## src/design/dcd_pkg.sv

```systemverilog
// Shared types and constants for the double clap detector.
package dcd_pkg;

  // Detector phase, one-hot.
  typedef enum logic [4:0] {
    PH_IDLE        = 5'b00001,
    PH_FIRST_LOUD  = 5'b00010,
    PH_FIRST_QUIET = 5'b00100,
    PH_SECOND_LOUD = 5'b01000,
    PH_DONE        = 5'b10000
  } phase_t;

  // Phase codes as they appear on the result word.
  localparam logic [2:0] PHASE_CODE_IDLE        = 3'd0;
  localparam logic [2:0] PHASE_CODE_FIRST_LOUD  = 3'd1;
  localparam logic [2:0] PHASE_CODE_FIRST_QUIET = 3'd2;
  localparam logic [2:0] PHASE_CODE_SECOND_LOUD = 3'd3;
  localparam logic [2:0] PHASE_CODE_DONE        = 3'd4;

  // Register map: index = paddr[4:2].
  localparam int unsigned ADDR_BITS = 5;
  localparam logic [2:0] REG_SOUND_THRESHOLD = 3'd0;
  localparam logic [2:0] REG_MIN_SPIKE_TIME  = 3'd1;
  localparam logic [2:0] REG_MAX_SPIKE_TIME  = 3'd2;
  localparam logic [2:0] REG_MIN_GAP_TIME    = 3'd3;
  localparam logic [2:0] REG_MAX_GAP_TIME    = 3'd4;

  localparam int unsigned SPAN_BITS = 16;
  localparam int unsigned THRESHOLD_RESET = 2048;
  localparam logic [SPAN_BITS-1:0] MIN_SPIKE_RESET = 16'd10;
  localparam logic [SPAN_BITS-1:0] MAX_SPIKE_RESET = 16'd200;
  localparam logic [SPAN_BITS-1:0] MIN_GAP_RESET   = 16'd50;
  localparam logic [SPAN_BITS-1:0] MAX_GAP_RESET   = 16'd1000;

  function automatic logic [2:0] phase_code(input phase_t ph);
    logic [2:0] code;
    unique case (ph)
      PH_IDLE:        code = PHASE_CODE_IDLE;
      PH_FIRST_LOUD:  code = PHASE_CODE_FIRST_LOUD;
      PH_FIRST_QUIET: code = PHASE_CODE_FIRST_QUIET;
      PH_SECOND_LOUD: code = PHASE_CODE_SECOND_LOUD;
      PH_DONE:        code = PHASE_CODE_DONE;
      default:        code = PHASE_CODE_IDLE;
    endcase
    return code;
  endfunction

endpackage

```

## src/design/dcd_core.sv

```systemverilog
// Phase tracker of the double clap detector: spike and gap timing checks.
module dcd_core #(
  parameter int SAMPLE_BITS = 12,
  parameter int TIME_BITS   = 32
) (
  input  logic                           clk,
  input  logic                           rst,
  input  logic                           step_en,
  input  logic                           restart,
  input  logic [SAMPLE_BITS-1:0]         sample,
  input  logic [TIME_BITS-1:0]           now,
  input  logic [SAMPLE_BITS-1:0]         level_threshold,
  input  logic [dcd_pkg::SPAN_BITS-1:0]  min_spike_time,
  input  logic [dcd_pkg::SPAN_BITS-1:0]  max_spike_time,
  input  logic [dcd_pkg::SPAN_BITS-1:0]  min_gap_time,
  input  logic [dcd_pkg::SPAN_BITS-1:0]  max_gap_time,
  output dcd_pkg::phase_t                phase_next
);

  dcd_pkg::phase_t        phase;
  logic [TIME_BITS-1:0]   start_time;
  logic [TIME_BITS-1:0]   start_time_next;
  logic [TIME_BITS-1:0]   stop_time;
  logic [TIME_BITS-1:0]   stop_time_next;
  logic                   loud;
  logic                   quiet;
  logic [TIME_BITS-1:0]   spike_span;
  logic [TIME_BITS-1:0]   gap_span;

  assign loud       = sample > level_threshold;
  assign quiet      = sample < level_threshold;
  // Differences wrap modulo 2^TIME_BITS.
  assign spike_span = now - start_time;
  assign gap_span   = now - stop_time;

  always_comb begin
    phase_next      = phase;
    start_time_next = start_time;
    stop_time_next  = stop_time;
    if (restart) begin
      phase_next      = dcd_pkg::PH_IDLE;
      start_time_next = '0;
      stop_time_next  = '0;
    end else begin
      unique case (phase)
        dcd_pkg::PH_IDLE: begin
          if (loud) begin
            start_time_next = now;
            phase_next      = dcd_pkg::PH_FIRST_LOUD;
          end
        end
        dcd_pkg::PH_FIRST_LOUD, dcd_pkg::PH_SECOND_LOUD: begin
          if (quiet) begin
            stop_time_next = now;
            if (spike_span < TIME_BITS'(min_spike_time)) begin
              // too short: keep waiting for the real end
            end else if (spike_span > TIME_BITS'(max_spike_time)) begin
              phase_next = dcd_pkg::PH_IDLE;
            end else if (phase == dcd_pkg::PH_FIRST_LOUD) begin
              phase_next = dcd_pkg::PH_FIRST_QUIET;
            end else begin
              phase_next = dcd_pkg::PH_DONE;
            end
          end
        end
        dcd_pkg::PH_FIRST_QUIET: begin
          if (loud) begin
            start_time_next = now;
            if (gap_span < TIME_BITS'(min_gap_time)) begin
              // too short: stay quiet
            end else if (gap_span > TIME_BITS'(max_gap_time)) begin
              phase_next = dcd_pkg::PH_FIRST_LOUD;
            end else begin
              phase_next = dcd_pkg::PH_SECOND_LOUD;
            end
          end
        end
        dcd_pkg::PH_DONE: begin
          // hold until restart
        end
        default: phase_next = dcd_pkg::PH_IDLE;
      endcase
    end
  end

  always_ff @(posedge clk) begin
    if (rst) begin
      phase      <= dcd_pkg::PH_IDLE;
      start_time <= '0;
      stop_time  <= '0;
    end else if (step_en) begin
      phase      <= phase_next;
      start_time <= start_time_next;
      stop_time  <= stop_time_next;
    end
  end

`ifndef SYNTHESIS
  a_restart_idles: assert property (@(posedge clk) disable iff (rst)
    step_en && restart |=> phase == dcd_pkg::PH_IDLE)
    else $error("restart did not return the detector to idle");

  a_done_holds: assert property (@(posedge clk) disable iff (rst)
    step_en && !restart && phase == dcd_pkg::PH_DONE |=> phase == dcd_pkg::PH_DONE)
    else $error("done phase left without a restart");

  a_phase_onehot: assert property (@(posedge clk) disable iff (rst)
    $onehot(phase))
    else $error("phase register is not one-hot");
`endif

endmodule

```

## src/design/double_clap_detector.sv

```systemverilog
// Top level of the double clap detector: stream ports, input and result registers, APB registers.
//
//  channel  | signals                      | word
//  ---------+------------------------------+------------------------------------------
//  s        | s_tvalid s_tready s_tdata    | tuser: action; tdata: sound_sample,
//           | s_tuser                      |   sample_time (low bits up), zero padded
//  m        | m_tvalid m_tready m_tdata    | tdata: finished, phase_code, zero padded
//  apb      | psel penable pwrite paddr    | five config registers at 4*index
//           | pwdata prdata pready         |
//
// An accepted input word is held in the input register while the phase update runs, and the
// result register loads from it on advance, once that register is free or being emptied.
// One item per cycle sustained while m_tready stays high; the phase update between input
// register and result register is combinational.
// Reset (rst, synchronous) empties both registers, returns the detector to idle and loads the
// register defaults. A stalled result holds in the result register while one more word can
// still be taken into the input register.
module double_clap_detector #(
  parameter  int SAMPLE_BITS = 12,
  parameter  int TIME_BITS   = 32,
  localparam int S_DATA_W    = ((SAMPLE_BITS + TIME_BITS + 7) / 8) * 8
) (
  input  logic                          clk,
  input  logic                          rst,
  // slave stream
  input  logic                          s_tvalid,
  output logic                          s_tready,
  input  logic [S_DATA_W-1:0]           s_tdata,   // sound_sample, sample_time, zero padding
  input  logic                          s_tuser,   // action (1 = restart)
  // master stream
  output logic                          m_tvalid,
  input  logic                          m_tready,
  output logic [7:0]                    m_tdata,   // finished, phase_code[2:0], zero padding
  // configuration
  input  logic                          psel,
  input  logic                          penable,
  input  logic                          pwrite,
  input  logic [dcd_pkg::ADDR_BITS-1:0] paddr,
  input  logic [31:0]                   pwdata,
  output logic [31:0]                   prdata,
  output logic                          pready
);

  // Configuration registers
  logic [SAMPLE_BITS-1:0]        level_threshold;
  logic [dcd_pkg::SPAN_BITS-1:0] min_spike_time;
  logic [dcd_pkg::SPAN_BITS-1:0] max_spike_time;
  logic [dcd_pkg::SPAN_BITS-1:0] min_gap_time;
  logic [dcd_pkg::SPAN_BITS-1:0] max_gap_time;
  logic                          cfg_write;
  logic [2:0]                    reg_index;

  // Input register
  logic                          in_valid;
  logic                          in_action;
  logic [SAMPLE_BITS-1:0]        in_sample;
  logic [TIME_BITS-1:0]          in_time;

  logic                          advance;
  dcd_pkg::phase_t               phase_next;
  logic [2:0]                    code_next;

  assign pready    = 1'b1;
  assign cfg_write = psel && penable && pwrite && pready;
  assign reg_index = paddr[dcd_pkg::ADDR_BITS-1:2];

  // Write the addressed register; drop writes beyond the map.
  always_ff @(posedge clk) begin
    if (rst) begin
      level_threshold <= SAMPLE_BITS'(dcd_pkg::THRESHOLD_RESET);
      min_spike_time  <= dcd_pkg::MIN_SPIKE_RESET;
      max_spike_time  <= dcd_pkg::MAX_SPIKE_RESET;
      min_gap_time    <= dcd_pkg::MIN_GAP_RESET;
      max_gap_time    <= dcd_pkg::MAX_GAP_RESET;
    end else if (cfg_write) begin
      unique case (reg_index)
        dcd_pkg::REG_SOUND_THRESHOLD: level_threshold <= pwdata[SAMPLE_BITS-1:0];
        dcd_pkg::REG_MIN_SPIKE_TIME:  min_spike_time  <= pwdata[dcd_pkg::SPAN_BITS-1:0];
        dcd_pkg::REG_MAX_SPIKE_TIME:  max_spike_time  <= pwdata[dcd_pkg::SPAN_BITS-1:0];
        dcd_pkg::REG_MIN_GAP_TIME:    min_gap_time    <= pwdata[dcd_pkg::SPAN_BITS-1:0];
        dcd_pkg::REG_MAX_GAP_TIME:    max_gap_time    <= pwdata[dcd_pkg::SPAN_BITS-1:0];
        default: ;
      endcase
    end
  end

  // Read back the addressed register; unmapped addresses read zero.
  always_comb begin
    unique case (reg_index)
      dcd_pkg::REG_SOUND_THRESHOLD: prdata = 32'(level_threshold);
      dcd_pkg::REG_MIN_SPIKE_TIME:  prdata = 32'(min_spike_time);
      dcd_pkg::REG_MAX_SPIKE_TIME:  prdata = 32'(max_spike_time);
      dcd_pkg::REG_MIN_GAP_TIME:    prdata = 32'(min_gap_time);
      dcd_pkg::REG_MAX_GAP_TIME:    prdata = 32'(max_gap_time);
      default:                      prdata = '0;
    endcase
  end

  // Advance the input word into the result register whenever that register is free
  // or being emptied this cycle.
  assign advance  = in_valid && (!m_tvalid || m_tready);
  assign s_tready = !in_valid || advance;

  always_ff @(posedge clk) begin
    if (rst) begin
      in_valid <= 1'b0;
    end else if (s_tready) begin
      in_valid <= s_tvalid;
    end
  end

  // Capture the payload on accept; no reset needed.
  always_ff @(posedge clk) begin
    if (s_tvalid && s_tready) begin
      in_action <= s_tuser;
      in_sample <= s_tdata[SAMPLE_BITS-1:0];
      in_time   <= s_tdata[SAMPLE_BITS+TIME_BITS-1:SAMPLE_BITS];
    end
  end

  dcd_core #(
    .SAMPLE_BITS(SAMPLE_BITS),
    .TIME_BITS  (TIME_BITS)
  ) u_core (
    .clk            (clk),
    .rst            (rst),
    .step_en        (advance),
    .restart        (in_action),
    .sample         (in_sample),
    .now            (in_time),
    .level_threshold(level_threshold),
    .min_spike_time (min_spike_time),
    .max_spike_time (max_spike_time),
    .min_gap_time   (min_gap_time),
    .max_gap_time   (max_gap_time),
    .phase_next     (phase_next)
  );

  assign code_next = dcd_pkg::phase_code(phase_next);

  // Result register: load on advance, hold while stalled, drop valid once taken.
  always_ff @(posedge clk) begin
    if (rst) begin
      m_tvalid <= 1'b0;
    end else if (advance) begin
      m_tvalid <= 1'b1;
    end else if (m_tready) begin
      m_tvalid <= 1'b0;
    end
  end

  always_ff @(posedge clk) begin
    if (advance) begin
      m_tdata <= {4'b0000, code_next, (phase_next == dcd_pkg::PH_DONE)};
    end
  end

`ifndef SYNTHESIS
  a_finished_matches_code: assert property (@(posedge clk) disable iff (rst)
    m_tvalid |-> (m_tdata[0] == (m_tdata[3:1] == dcd_pkg::PHASE_CODE_DONE)))
    else $error("finished flag disagrees with phase code");

  a_no_accept_when_full: assert property (@(posedge clk) disable iff (rst)
    in_valid && m_tvalid && !m_tready |-> !s_tready)
    else $error("input accepted while both registers are full");

  a_result_holds_stalled: assert property (@(posedge clk) disable iff (rst)
    m_tvalid && !m_tready |=> m_tvalid && $stable(m_tdata))
    else $error("stalled result word changed or vanished");
`endif

endmodule

```

## config.mk

```make
export PLATFORM = sky130hd
export DESIGN_NAME = double_clap_detector
export DESIGN_NICKNAME = d
export VERILOG_FILES = /design/src/design/dcd_pkg.sv /design/src/design/dcd_core.sv /design/src/design/double_clap_detector.sv
export SDC_FILE = /design/constraint.sdc
export NUM_CORES = 1
export LEC_CHECK = 0
export BUFFER_PORTS_ARGS = -buffer_cell sky130_fd_sc_hd__buf_2
export CORE_MARGIN = 2
export CORE_UTILIZATION = 61
export CTS_CLUSTER_SIZE = 8
export DETAILED_ROUTE_END_ITERATION = 8
export GPL_TIMING_DRIVEN = 0
export PLACE_DENSITY = 0.9
export SLEW_MARGIN = 20
export SYNTH_ARGS = -nofsm -noshare
export SYNTH_HDL_FRONTEND = slang
export SYNTH_HIERARCHICAL = 1
export SYNTH_SLANG_ARGS = --single-unit
```

## constraint.sdc

```tcl
create_clock -name clk -period 5.9 [get_ports clk]
set_clock_uncertainty 0.2 [all_clocks]
set_input_delay 1.475 -clock clk [delete_from_list [all_inputs] [get_ports clk]]
set_output_delay 1.475 -clock clk [all_outputs]
set_load 0.02 [all_outputs]
```

==> impl_metrics.toml <==
[critical_path]
required_ps = 6020
cp-end-kind = "flip-flop"
worstSetupStartpointType = "flip-flop"
crit_fanout = 8
arrival_ps = 5500
critical_path_class = "flip-flop to flip-flop"

[timing]
layout_min_cycle_time_ps = 5380
slew_headroom_pct = 32.8
maxSlewViolCount = 0
setup_violations = 0
worst_slack_ps = 518
tns_ps = 0
worstMarginPinSlew_ps = 1010
period_share_pct = 91.2
finalHoldViolCount = 0
hold_slack_ps = 269
rsz0062_at_grt = "no"
max_clock_freq_mhz = 186

[clock_tree]
clock_latency_ps = 450
cts.clk_slew.worst_paths_ps = 80
clock_tree.root_cell = "clkbuf_16"
clock-sinks = 195
post_cts_buffers = 0
numCtsBuffers = 17
htreeDepth = 4
cts_max_path_buffers = 2
cts_tree = "done"

[global_routing]
grt_use_total_pct = 36.1
antenna_found_initial = 0
grt_pass1_vias = 13100
gr-total-overflow = 0
grt_pass1_wl_mm = 69.6
grt_max_degree = 26

[power]
ir_drop_mv = 0.190
p_leak_nw = 6.30
total_power_w = 0.00349
powerDensity_mw_per_mm2 = 220

[placement]
post-place-ws_ps = 521
place_congestion = 1.00
dp_hpwl_mm = 34.6
numPortBuffers = 90

[yosys]
ys_types = 86
ys_warn_count = 6
yosys-top-cells-area = "dfxtp_1, ha_1, edfxtp_1, o21ai_0, mux2i_1"
synth-edff-count = 48
syn_inst = 1774
synth_area_per_cell_um2 = 8.07
syn-cell-area_mm2 = 0.0143
synth_top_flop_cell = "dfxtp_1"
async_flop_share_pct = 0
synth_top_area_cell = "dfxtp_1"
ys_seq_elements = 195
netlist.area_leader.share_pct = 20.6
synth_seq_area_share_pct = 30.6

[cells_and_area]
layout.nets = 2134
area_delta_synth_final_pct = 10.9
utilization_pct = 68.3
multiInputGateArea_mm2 = 0.00889
n_antenna_cell = 0
drive_above_1_share_pct = 11.1
seq_area_mm2 = 0.00438
fillers = 1931

[floorplan]
io_pins = 136
num_rows = 56
coreArea_mm2 = 0.0233
initial_core_util_pct = 61.5
chipWidth_um = 157
die-height_um = 157
dieArea_mm2 = 0.0247

[route]
drc = 0
highest_layer = "met4"
dr.pass1.iters = 9
drtIter0Drc = 1682
route.met2.wl_mm = 19.4
ant_nets = 0
wl_met3_mm = 5.16
wirelength_mm = 45.1
routedWlPerCell_um = 20.2
wl_met1_mm = 18.6
via_per_inst = 6.32
vias = 14100

[job]
drv_cap = 0

[outcome]
status = "finished, final reports clean"

[min_path]
hold_class = "flip-flop to flip-flop"
## power breakdown
| group | internal (W) | switching (W) | leakage [nW] | total, W |
|---|---|---|---|---|
| combinational | 0.000318 | 0.000532 | 4.35 | 0.000850 |
| clock | 0.000597 | 0.000600 | 0.298 | 0.00120 |
| sequential | 0.00141 | 0.0000356 | 1.66 | 0.00144 |
| total | 0.00232 | 0.00117 | 6.30 | 0.00349 |
## cells in the mapped netlist, types with 25 or more instances
master    count
a21o_1       25
a21oi_1     144
buf_4        25
clkbuf_1     60
dfxtp_1     147
edfxtp_1     48
ha_1        136
inv_1       147
mux2i_1      73
nand2_1     159
nand2b_1     42
nand3_1      32
nand4_1      34
nor2_1      126
nor2b_1      81
nor3_1       25
o21ai_0     153
xnor2_1      25
## what timing repair did
item | in CTS | in global routing
hold buffers | 0 | 0
setup endpoints to repair | 0 | 3
resized for setup | 0 | 2
## sequential cells by signal (all words and copies together) (netlist names), 5 cells and up
register           flops
in_time               32
u_core/start_time     32
u_core/stop_time      32
max_gap_time          16
max_spike_time        16
min_gap_time          16
min_spike_time        16
in_sample             12
level_threshold       12
u_core/phase           5
## cell families after synthesis
group | after synthesis | synth area share, %
AO/OA/AOI/OAI | 476 | 20.1
XOR/XNOR | 44 | 2.69
buffers and inverters | 257 | 7.84
AND/OR/NAND/NOR | 576 | 20.4
multiplexers | 86 | 6.13
adder cells (fa/ha/maj) | 138 | 12.2
other | 2 | 0.0525
flip-flops | 195 | 30.6
## layout by cell type (no fill, tap or decap), types with 6 or more instances in the layout
master and count:
xor2_1 19, nor2b_1 81, a22oi_1 12, o21a_1 19
dfxtp_1 147, inv_1 147, and3_1 14, a21oi_1 142
buf_4 25, a21boi_0 7, nand4_1 34, nor4_1 10
a211oi_1 12, mux2_2 13, and2_1 8, mux2i_1 73
o21ai_0 153, o21ai_1 14, clkbuf_1 60, conb_1 21
nor2_1 126, inv_8 6, nor3_1 25, nand2_1 159
xnor2_1 25, o211ai_1 11, ha_1 136, clkbuf_16 18
o221ai_1 6, a31oi_1 6, buf_2 108, edfxtp_1 48
nand2b_1 42, o21bai_1 8, a21o_1 25, nand3_1 32
## layer usage
metal  GRT usage, %  vias up
met3           8.31      156
li1               -     6487
met2           54.7      892
met4           14.4        0
met1           49.6     6582
met5              0        -
## path summary, 6_finish.rpt
path	cells past startpoint	to	slack, ps	startpoint
setup / recovery	20	m_tdata[0]$_DFFE_PP_	520	in_time[9]$_DFFE_PP_
setup reg to reg	20	m_tdata[0]$_DFFE_PP_	520	in_time[9]$_DFFE_PP_
hold / removal	2	u_core/stop_time[10]$_SDFFE_PP0P_	270	u_core/stop_time[10]$_SDFFE_PP0P_
hold reg to reg	2	u_core/stop_time[10]$_SDFFE_PP0P_	270	u_core/stop_time[10]$_SDFFE_PP0P_
## through the flow
| stage | std cells | area [um^2] |
|---|---|---|
| floorplan | 1793 | 14400 |
| global placement | 2202 | 15200 |
| detailed placement | 2203 | 15300 |
| CTS | 2235 | 15900 |
| global route | 2235 | 15900 |
| finish | 2235 | 15900 |
## critical path, cell delays in order, from the launching register on
cell and delay [ps]:
edfxtp_1 450, ha_1 310, clkbuf_1 370, and4_1 290, o2111ai_1 220, a21boi_1 330
nor2_1 90, xnor2_1 250, ha_1 310, a211o_1 330, nor3_1 140, o21ai_0 160
a2111oi_0 400, nor3_1 150, a41o_1 260, nor3_1 140, nand4bb_1 170, nand2_1 110
a21oi_1 110, nor4_1 310, and2_1 160
## cell type report
| cell class | count | share of cell area (%) |
|---|---|---|
| clock buffer | 18 | 2.84 |
| timing repair buffer | 91 | 3.01 |
| multi-input combinational | 1341 | 56.0 |
| buffer | 110 | 3.59 |
| inverter | 147 | 3.47 |
| tap | 319 | 2.51 |
| sequential | 195 | 27.6 |
| clock inverter | 14 | 0.961 |
Power figures use the tool's default switching activity.
